--- src/rtl/assert_macros.svh ---
// Assertion macros shared by the scheduler RTL.
// No dependencies; the bodies expect clk_i and rst_ni in the including module.
`ifndef ASSERT_MACROS_SVH
`define ASSERT_MACROS_SVH
`ifndef SYNTHESIS
`define ASSERT_PROP(lbl, prop, msg) \
  lbl: assert property (@(posedge clk_i) disable iff (!rst_ni) (prop)) else $error(msg);
`define ASSERT_NEVER(lbl, expr, msg) \
  lbl: assert property (@(posedge clk_i) disable iff (!rst_ni) !(expr)) else $error(msg);
`else
`define ASSERT_PROP(lbl, prop, msg)
`define ASSERT_NEVER(lbl, expr, msg)
`endif
`endif

--- src/rtl/srtf_pkg.sv ---
// Package for the SRTF scheduler: opcodes, sequencer states, fixed field widths.
// No dependencies.
package srtf_pkg;

  localparam int unsigned TIME_W  = 21;
  localparam int unsigned ARR_W   = 16;
  localparam int unsigned SLOT_PW = 4;
  localparam int unsigned JCNT_W  = 5;
  localparam int unsigned OP_W    = 2;

  typedef enum logic [OP_W-1:0] {
    OP_LOAD    = 2'd0,
    OP_TICK    = 2'd1,
    OP_RESTART = 2'd2
  } opcode_e;

  typedef enum logic [4:0] {
    ST_IDLE   = 5'b00001,
    ST_SCAN   = 5'b00010,
    ST_UPDATE = 5'b00100,
    ST_FINISH = 5'b01000,
    ST_EMIT   = 5'b10000
  } state_e;

endpackage

--- src/rtl/srtf_ram.sv ---
// Generic single-write, single-read RAM with registered read data.
// No dependencies.
module srtf_ram #(
  parameter int unsigned WIDTH = 16,
  parameter int unsigned DEPTH = 16
) (
  input  logic                     clk_i,
  input  logic                     we_i,
  input  logic [$clog2(DEPTH)-1:0] waddr_i,
  input  logic [WIDTH-1:0]         wdata_i,
  input  logic [$clog2(DEPTH)-1:0] raddr_i,
  output logic [WIDTH-1:0]         rdata_o
);

  logic [WIDTH-1:0] mem_q [DEPTH];
  logic [WIDTH-1:0] rdata_q;

  always_ff @(posedge clk_i) begin
    if (we_i) begin
      mem_q[waddr_i] <= wdata_i;
    end
    rdata_q <= mem_q[raddr_i];
  end

  assign rdata_o = rdata_q;

endmodule

--- src/rtl/srtf_preemptive_scheduler_core.sv ---
// SRTF scheduler core. Load and restart transactions complete in the cycle they are
// accepted; busy_o stays low. A tick scans n = min(job_count, MAX_JOBS) slots through one
// compare unit, one slot per cycle from the table RAMs; the strobe comes in the cycle
// busy_o falls, when a new one may be taken. A tick after all jobs are done answers the
// next cycle with no busy time. No stalls. Reset (async, low) sets job_count to 1 and
// clears time, done count, fresh bits and sequencer state; payload registers are not reset.
`include "assert_macros.svh"

module srtf_preemptive_scheduler_core #(
  parameter int unsigned MAX_JOBS   = 16,
  parameter int unsigned BURST_BITS = 16
) (
  input  logic                        clk_i,
  input  logic                        rst_ni,
  // command side
  input  logic                        start_i,
  output logic                        busy_o,
  input  logic [srtf_pkg::OP_W-1:0]   opcode_i,
  input  logic [srtf_pkg::SLOT_PW-1:0] slot_i,
  input  logic [srtf_pkg::ARR_W-1:0]  job_arrival_i,
  input  logic [15:0]                 job_burst_i,
  // configuration write channel
  input  logic                        cfg_valid_i,
  output logic                        cfg_ready_o,
  input  logic [srtf_pkg::JCNT_W-1:0] cfg_job_count_i,
  // result side, one-cycle strobe
  output logic                        done_o,
  output logic                        idle_o,
  output logic [srtf_pkg::SLOT_PW-1:0] running_slot_o,
  output logic                        finished_o,
  output logic [srtf_pkg::TIME_W-1:0] finish_time_o,
  output logic [srtf_pkg::TIME_W-1:0] turnaround_o,
  output logic [srtf_pkg::TIME_W-1:0] waiting_o,
  output logic                        all_done_o
);

  import srtf_pkg::*;

  localparam int unsigned SLOT_W = $clog2(MAX_JOBS);
  localparam int unsigned CNT_W  = $clog2(MAX_JOBS + 1);
  localparam int unsigned AB_W   = ARR_W + BURST_BITS;

  // ---------------------------------------------------------------------------
  // State
  // ---------------------------------------------------------------------------
  state_e                state_q, state_d;
  logic [JCNT_W-1:0]     job_count_q;
  logic [TIME_W-1:0]     time_q, time_d;
  logic [CNT_W-1:0]      done_cnt_q, done_cnt_d;
  // fresh bit: remaining time of that slot equals its burst (set by load/restart)
  logic [MAX_JOBS-1:0]   fresh_q, fresh_d;

  // scan sequencer
  logic [CNT_W-1:0]      rd_idx_q, rd_idx_d;
  logic [SLOT_W-1:0]     cmp_idx_q, cmp_idx_d;
  logic                  cmp_vld_q, cmp_vld_d;

  // best candidate so far
  logic                  found_q, found_d;
  logic [SLOT_W-1:0]     best_slot_q, best_slot_d;
  logic [BURST_BITS-1:0] best_rem_q, best_rem_d;
  logic [ARR_W-1:0]      best_arr_q, best_arr_d;
  logic [BURST_BITS-1:0] best_burst_q, best_burst_d;
  logic [TIME_W-1:0]     tat_q, tat_d;

  // result registers
  logic                  done_q, done_d;
  logic                  idle_q, idle_d;
  logic [SLOT_PW-1:0]    rslot_q, rslot_d;
  logic                  fin_q, fin_d;
  logic [TIME_W-1:0]     ft_q, ft_d;
  logic [TIME_W-1:0]     rtat_q, rtat_d;
  logic [TIME_W-1:0]     wt_q, wt_d;
  logic                  alld_q, alld_d;

  // ---------------------------------------------------------------------------
  // Table RAMs: {arrival, burst} written by loads, remaining written by ticks
  // ---------------------------------------------------------------------------
  logic                  ab_we;
  logic [SLOT_W-1:0]     ab_waddr;
  logic [AB_W-1:0]       ab_rdata;
  logic                  rem_we;
  logic [BURST_BITS-1:0] rem_rdata;
  logic [SLOT_W-1:0]     rd_addr;

  assign rd_addr  = rd_idx_q[SLOT_W-1:0];
  assign ab_waddr = SLOT_W'(slot_i);

  srtf_ram #(
    .WIDTH (AB_W),
    .DEPTH (MAX_JOBS)
  ) u_ab_ram (
    .clk_i   (clk_i),
    .we_i    (ab_we),
    .waddr_i (ab_waddr),
    .wdata_i ({job_arrival_i, BURST_BITS'(job_burst_i)}),
    .raddr_i (rd_addr),
    .rdata_o (ab_rdata)
  );

  srtf_ram #(
    .WIDTH (BURST_BITS),
    .DEPTH (MAX_JOBS)
  ) u_rem_ram (
    .clk_i   (clk_i),
    .we_i    (rem_we),
    .waddr_i (best_slot_q),
    .wdata_i (best_rem_q - BURST_BITS'(1)),
    .raddr_i (rd_addr),
    .rdata_o (rem_rdata)
  );

  // ---------------------------------------------------------------------------
  // Handshakes and effective job count
  // ---------------------------------------------------------------------------
  logic             accept;
  logic [CNT_W-1:0] eff_cnt;
  logic             all_done_now;

  assign busy_o      = (state_q != ST_IDLE);
  assign cfg_ready_o = !busy_o;
  assign accept      = start_i && !busy_o;
  assign eff_cnt     = (32'(job_count_q) > MAX_JOBS) ? CNT_W'(MAX_JOBS)
                                                     : CNT_W'(job_count_q);
  assign all_done_now = (done_cnt_q >= eff_cnt);

  // ---------------------------------------------------------------------------
  // Shared compare unit: one slot per cycle against the best so far.
  // Ties keep the earlier (lower) slot, as only a strictly smaller time wins.
  // ---------------------------------------------------------------------------
  logic [ARR_W-1:0]      cmp_arr;
  logic [BURST_BITS-1:0] cmp_burst;
  logic [BURST_BITS-1:0] cmp_rem;
  logic                  cmp_take;
  logic                  issue;

  assign cmp_arr   = ab_rdata[AB_W-1 -: ARR_W];
  assign cmp_burst = ab_rdata[BURST_BITS-1:0];
  assign cmp_rem   = fresh_q[cmp_idx_q] ? cmp_burst : rem_rdata;
  assign cmp_take  = cmp_vld_q && (TIME_W'(cmp_arr) <= time_q) && (cmp_rem != '0) &&
                     (!found_q || (cmp_rem < best_rem_q));
  assign issue     = (rd_idx_q < eff_cnt);

  assign rem_we = (state_q == ST_UPDATE) && found_q;

  // ---------------------------------------------------------------------------
  // Sequencer
  // ---------------------------------------------------------------------------
  always_comb begin
    state_d      = state_q;
    time_d       = time_q;
    done_cnt_d   = done_cnt_q;
    fresh_d      = fresh_q;
    rd_idx_d     = rd_idx_q;
    cmp_idx_d    = cmp_idx_q;
    cmp_vld_d    = 1'b0;
    found_d      = found_q;
    best_slot_d  = best_slot_q;
    best_rem_d   = best_rem_q;
    best_arr_d   = best_arr_q;
    best_burst_d = best_burst_q;
    tat_d        = tat_q;
    ab_we        = 1'b0;

    done_d  = 1'b0;
    idle_d  = idle_q;
    rslot_d = rslot_q;
    fin_d   = fin_q;
    ft_d    = ft_q;
    rtat_d  = rtat_q;
    wt_d    = wt_q;
    alld_d  = alld_q;

    case (state_q)
      ST_IDLE: begin
        if (accept) begin
          if (opcode_i == OP_LOAD) begin
            if (32'(slot_i) < MAX_JOBS) begin
              ab_we             = 1'b1;
              fresh_d[ab_waddr] = 1'b1;
            end
          end else if (opcode_i == OP_RESTART) begin
            time_d     = '0;
            done_cnt_d = '0;
            fresh_d    = '1;
          end else if (opcode_i == OP_TICK) begin
            if (all_done_now) begin
              // nothing left: answer at once, time holds
              done_d  = 1'b1;
              idle_d  = 1'b1;
              rslot_d = '0;
              fin_d   = 1'b0;
              ft_d    = '0;
              rtat_d  = '0;
              wt_d    = '0;
              alld_d  = 1'b1;
            end else begin
              rd_idx_d = '0;
              found_d  = 1'b0;
              state_d  = ST_SCAN;
            end
          end
        end
      end

      ST_SCAN: begin
        if (cmp_take) begin
          found_d      = 1'b1;
          best_slot_d  = cmp_idx_q;
          best_rem_d   = cmp_rem;
          best_arr_d   = cmp_arr;
          best_burst_d = cmp_burst;
        end
        if (issue) begin
          cmp_vld_d = 1'b1;
          cmp_idx_d = rd_addr;
          rd_idx_d  = rd_idx_q + CNT_W'(1);
        end else begin
          // last compare lands this cycle
          state_d = ST_UPDATE;
        end
      end

      ST_UPDATE: begin
        time_d = time_q + TIME_W'(1);
        if (found_q) begin
          fresh_d[best_slot_q] = 1'b0;
        end
        if (found_q && (best_rem_q == BURST_BITS'(1))) begin
          done_cnt_d = done_cnt_q + CNT_W'(1);
          state_d    = ST_FINISH;
        end else begin
          done_d  = 1'b1;
          idle_d  = !found_q;
          rslot_d = found_q ? SLOT_PW'(best_slot_q) : '0;
          fin_d   = 1'b0;
          ft_d    = '0;
          rtat_d  = '0;
          wt_d    = '0;
          alld_d  = all_done_now;
          state_d = ST_IDLE;
        end
      end

      ST_FINISH: begin
        tat_d   = time_q - TIME_W'(best_arr_q);
        state_d = ST_EMIT;
      end

      ST_EMIT: begin
        done_d  = 1'b1;
        idle_d  = 1'b0;
        rslot_d = SLOT_PW'(best_slot_q);
        fin_d   = 1'b1;
        ft_d    = time_q;
        rtat_d  = tat_q;
        wt_d    = tat_q - TIME_W'(best_burst_q);
        alld_d  = all_done_now;
        state_d = ST_IDLE;
      end

      default: begin
        state_d = ST_IDLE;
      end
    endcase
  end

  // control registers
  always_ff @(posedge clk_i or negedge rst_ni) begin
    if (!rst_ni) begin
      state_q     <= ST_IDLE;
      job_count_q <= JCNT_W'(1);
      time_q      <= '0;
      done_cnt_q  <= '0;
      fresh_q     <= '0;
      rd_idx_q    <= '0;
      cmp_vld_q   <= 1'b0;
      found_q     <= 1'b0;
      done_q      <= 1'b0;
    end else begin
      state_q    <= state_d;
      time_q     <= time_d;
      done_cnt_q <= done_cnt_d;
      fresh_q    <= fresh_d;
      rd_idx_q   <= rd_idx_d;
      cmp_vld_q  <= cmp_vld_d;
      found_q    <= found_d;
      done_q     <= done_d;
      if (cfg_valid_i && cfg_ready_o) begin
        job_count_q <= cfg_job_count_i;
      end
    end
  end

  // payload registers
  always_ff @(posedge clk_i) begin
    cmp_idx_q    <= cmp_idx_d;
    best_slot_q  <= best_slot_d;
    best_rem_q   <= best_rem_d;
    best_arr_q   <= best_arr_d;
    best_burst_q <= best_burst_d;
    tat_q        <= tat_d;
    idle_q       <= idle_d;
    rslot_q      <= rslot_d;
    fin_q        <= fin_d;
    ft_q         <= ft_d;
    rtat_q       <= rtat_d;
    wt_q         <= wt_d;
    alld_q       <= alld_d;
  end

  assign done_o         = done_q;
  assign idle_o         = idle_q;
  assign running_slot_o = rslot_q;
  assign finished_o     = fin_q;
  assign finish_time_o  = ft_q;
  assign turnaround_o   = rtat_q;
  assign waiting_o      = wt_q;
  assign all_done_o     = alld_q;

  // ---------------------------------------------------------------------------
  // Assertions
  // ---------------------------------------------------------------------------
  `ASSERT_PROP(a_scan_bound, (state_q == ST_SCAN) |-> (rd_idx_q <= eff_cnt), "scan past count")
  `ASSERT_PROP(a_update_next, (state_q == ST_UPDATE) |=> (done_q || state_q == ST_FINISH), "no exit")
  `ASSERT_PROP(a_finish_found, (state_q == ST_FINISH) |-> found_q, "finish without a job")
  `ASSERT_PROP(a_load_nobusy, (accept && (opcode_i == OP_LOAD)) |=> !busy_o, "load raised busy")
  `ASSERT_NEVER(a_fin_idle, done_o && finished_o && idle_o, "finished flag on an idle result")

endmodule
--- config.mk ---
export PLATFORM = sky130hd
export DESIGN_NAME = srtf_preemptive_scheduler_core
export DESIGN_NICKNAME = d
export VERILOG_FILES = /design/src/rtl/srtf_pkg.sv /design/src/rtl/srtf_ram.sv /design/src/rtl/srtf_preemptive_scheduler_core.sv
export VERILOG_INCLUDE_DIRS = /design/src /design/src/rtl
export SDC_FILE = /design/constraint.sdc
export NUM_CORES = 1
export LEC_CHECK = 0
export BUFFER_PORTS_ARGS = -buffer_cell sky130_fd_sc_hd__buf_2
export CORE_MARGIN = 8
export CORE_UTILIZATION = 46
export CTS_BUF_LIST = sky130_fd_sc_hd__clkbuf_16
export DETAILED_ROUTE_END_ITERATION = 7
export GPL_TIMING_DRIVEN = 0
export PLACE_DENSITY = 0.73
export SETUP_SLACK_MARGIN = 0.2
export SYNTH_ARGS = -nofsm -noshare
export SYNTH_HDL_FRONTEND = slang
export SYNTH_HIERARCHICAL = 1
export SYNTH_SLANG_ARGS = --single-unit
--- constraint.sdc ---
create_clock -name clk_i -period 9 [get_ports clk_i]
set_clock_uncertainty 0.2 [all_clocks]
set_input_delay 1.8 -clock clk_i [delete_from_list [all_inputs] [get_ports clk_i]]
set_output_delay 1.8 -clock clk_i [all_outputs]
set_load 0.02 [all_outputs]
==> flow_metrics.py <==
metrics = {
    "synthesis": {
        "synthCells": 2263,
        "ys_seq_area_share_pct": 72.9,
        "synth.area.top_cells": "edfxtp_1, mux4_2, dfrtp_1",
        "avgSynthCellArea_sq_um": 18.1,
        "ys_types": 82,
        "synth-async-reset-ratio_pct": 5.87,
        "yosysTopAreaCellShare_pct": 66.9,
        "netlist_area_sq_um": 41100,
        "yosysMostFrequentCell": "edfxtp_1",
        "synth_flop_cell": "edfxtp_1",
        "synth_edf_count": 915,
        "synth_common_cells": "edfxtp_1, mux4_2, nor2_1, a22oi_1, nand2_1",
        "postSynthNetCount": 2389,
        "synth.yosys.warnings": 6,
        "yosysTopAreaCell": "edfxtp_1",
        "synth.ff_latch_count": 1023,
    },
    "min_path": {
        "hp-class": "register to register",
        "min_from": "u_ab_ram/rdata_o[27]$_DFF_P_",
        "hold-path-cell-count": 0,
    },
    "floorplan": {
        "core_area_sq_um": 88400,
        "die_w_um": 315,
        "fp.dieH_um": 315,
        "start_util_pct": 46.5,
        "fp-row-count": 109,
        "ioPinCount": 120,
        "die_area_sq_um": 99100,
    },
    "critical_path": {
        "critical_path_class": "register to register",
        "critical_path.max_stage_delay_ns": 0.66,
        "startpoint_type": "register",
        "cp_max_fo": 29,
        "required_ns": 9.13,
        "reg2reg_from": "cmp_idx_q[2]$_DFFE_PP_",
        "cp_cell_sequence": "mux4_2 > mux2i_1 > mux2i_2 > buf_2 > mux2_1 > ha_1 > a21o_1 > a21o_1 > a21oi_1 > nand2_1 > o2111ai_1 > and4b_2 > buf_12",
        "crit_start": "cmp_idx_q[2]$_DFFE_PP_",
        "cp_slowest_cell": "and4b_2",
        "critPathCaptureType": "register",
        "timing.critical_path.mode_cell": "a21o_1",
        "cp.arrival_ns": 5.12,
        "reg2reg_depth": 13,
    },
    "clocking": {
        "cts_hold_buf": 0,
        "clockRootBuffer": "clkbuf_16",
        "clk_pin_slew_worst_paths_ns": 0.06,
        "insertion_delay_ns": 0.67,
        "cts_max_level": 3,
        "tritoncts": "yes",
        "cts_resized": 0,
        "postCtsSetupBuffers": 0,
        "clockBufferDepth": 3,
        "cts_sinks": 1023,
        "cts_buffers": 102,
    },
    "power": {
        "seqPwrFrac_pct": 46.1,
        "internal-power_mw": 8.79,
        "swShare_pct": 28.1,
        "irDropWorstVdd_mv": 0.163,
        "p_leak_nw": 16.0,
        "power_density_nw_per_um2": 258,
        "clkPwrFrac_pct": 34.3,
        "finalPower_mw": 12.2,
        "pwr-share-comb_pct": 19.6,
        "p_switching_mw": 3.44,
    },
    "sta": {
        "slew_violations": 0,
        "fin_crit_ns": 4.99,
        "fmax_mhz": 200,
        "hold_viol_final": 0,
        "final-setup-viol-count": 0,
        "max_slew.worst_pin.slew_ns": 1.33,
        "rsz0062_at_grt": "no",
        "max-slew-margin-rel_pct": 10.8,
        "period_share_pct": 55.4,
    },
    "place": {
        "placed_cells": 3596,
        "numPortBuffers": 119,
        "gp_congestion": 0.927,
        "dp_hpwl_um": 67100,
    },
    "route": {
        "drc": 0,
        "vias": 22834,
        "avgRoutedWirePerCell_um": 26.2,
        "viasPerCell": 6.02,
        "final_antenna_net_count": 0,
        "drt-initial-drc-count": 2553,
        "wirelength_um": 99600,
        "first_pass_iters": 7,
    },
    "grt": {
        "grt_usage_pct": 19.7,
        "grt_antenna_before_repair": 18,
        "grt_max_degree": 61,
        "overflow": 0,
        "grt_pass1_vias": 23087,
        "grt_pass1_wl_um": 148000,
    },
    "flow_run": {
        "drv_cap": 0,
    },
    "layout": {
        "syn_to_final_growth_pct": 15.6,
        "stdcell_count": 3794,
        "nFillCells": 6760,
        "nets": 2661,
        "drive_gt1_share_pct": 22.8,
    },
    "run_status": {
        "outcome": "completed",
    },
}
cell usage in the layout, fill, tap and decap left out, types with 58 or more instances in the layout:
cell type / instances
clkbuf_16: 102
nand2_1: 92
edfxtp_1: 915
buf_2: 129
inv_1: 106
a21oi_1: 58
dfrtp_1: 58
ha_1: 77
a22oi_1: 96
mux4_2: 186
nor2_1: 85
per-layer routing:
metal,track usage (%),up-vias,part of all wire (%)
li1,-,9642,-
met1,26.2,11664,39
met2,32.2,1285,48
met3,4.43,235,9.8
met4,6.48,8,3.1
met5,0,-,0.050
critical path: cells and delay by family, from the launching register on:
| family | cells | cell delay [ns] |
|---|---|---|
| AOI/OAI and AO/OA | 4 | 0.69 |
| adders and majority gates | 1 | 0.31 |
| buffers and inverters | 2 | 0.68 |
| DFF | 1 | 0.55 |
| muxes | 4 | 1.48 |
| and+or+nand+nor | 2 | 0.74 |
sequential cells by signal, indices dropped and copies added (netlist names), 21 cells and up:
| signal | cells |
|---|---|
| finish_time_o | 21 |
| tat_q | 21 |
| time_q | 21 |
| turnaround_o | 21 |
| u_ab_ram/mem_q | 512 |
| u_ab_ram/rdata_o | 32 |
| u_rem_ram/mem_q | 256 |
| waiting_o | 21 |
cell families (layout without fill, tap and decap cells):
| family | count (synthesis) | count (layout) | synth area share [%] |
|---|---|---|---|
| other | 0 | 5 | 0 |
| buffers and inverters | 172 | 533 | 1.79 |
| XOR/XNOR | 54 | 54 | 1.15 |
| AO/OA/AOI/OAI | 299 | 299 | 4.97 |
| multiplexers | 226 | 226 | 11.7 |
| flip-flops | 1023 | 1023 | 72.9 |
| AND/OR/NAND/NOR | 410 | 410 | 5.05 |
| adder cells (fa/ha/maj) | 79 | 79 | 2.44 |
worst paths after layout:
path	end	slack [ns]
min	best_arr_q[11]$_DFFE_PP_	0.27
max in group asynchronous	rd_idx_q[3]$_DFFE_PN0P_	6.99
min reg2reg	best_arr_q[11]$_DFFE_PP_	0.27
min in group asynchronous	time_q[15]$_DFFE_PN0P_	1.02
max reg2reg	best_arr_q[10]$_DFFE_PP_	4.01
max	best_arr_q[10]$_DFFE_PP_	4.01
cell type report:
class,count,area [sq um],share of cell area [%]
multi-input cells,1068,10600,22.4
flip-flops and latches,1023,29900,63.1
plain buffers,88,420,0.886
clock buffers,102,2550,5.38
well taps,1165,1460,3.07
inverters,84,315,0.664
diodes,5,12.5,0.0264
repair buffers,168,1320,2.78
clock inverters,91,815,1.72
power groups by stage:
stage	combinational (mW)	clock (mW)	sequential (mW)
6_report	2.39	4.19	5.64
3_5_place_dp	2.34	0	5.74
4_1_cts	2.37	4.25	5.64
2_1_floorplan	1.58	0	5.64
3_3_place_gp	2.26	0	5.74
5_1_grt	2.55	4.43	5.65
stage by stage:
stage               cell area, sq um  worst slack, ns  utilization (%)  TNS [ns]  hold WS, ns
floorplan                      41100            0.991                -         0        0.208
global placement               43100           -0.821             48.8    -56.57        0.229
detailed placement             44000             3.71             49.8         0        0.229
CTS                            47400             4.03             53.6         0        0.274
global route                   47500             3.80             53.7         0        0.282
finish                         47500             4.01             53.7         0        0.273
Note: power is estimated with default switching activity, not from simulation.
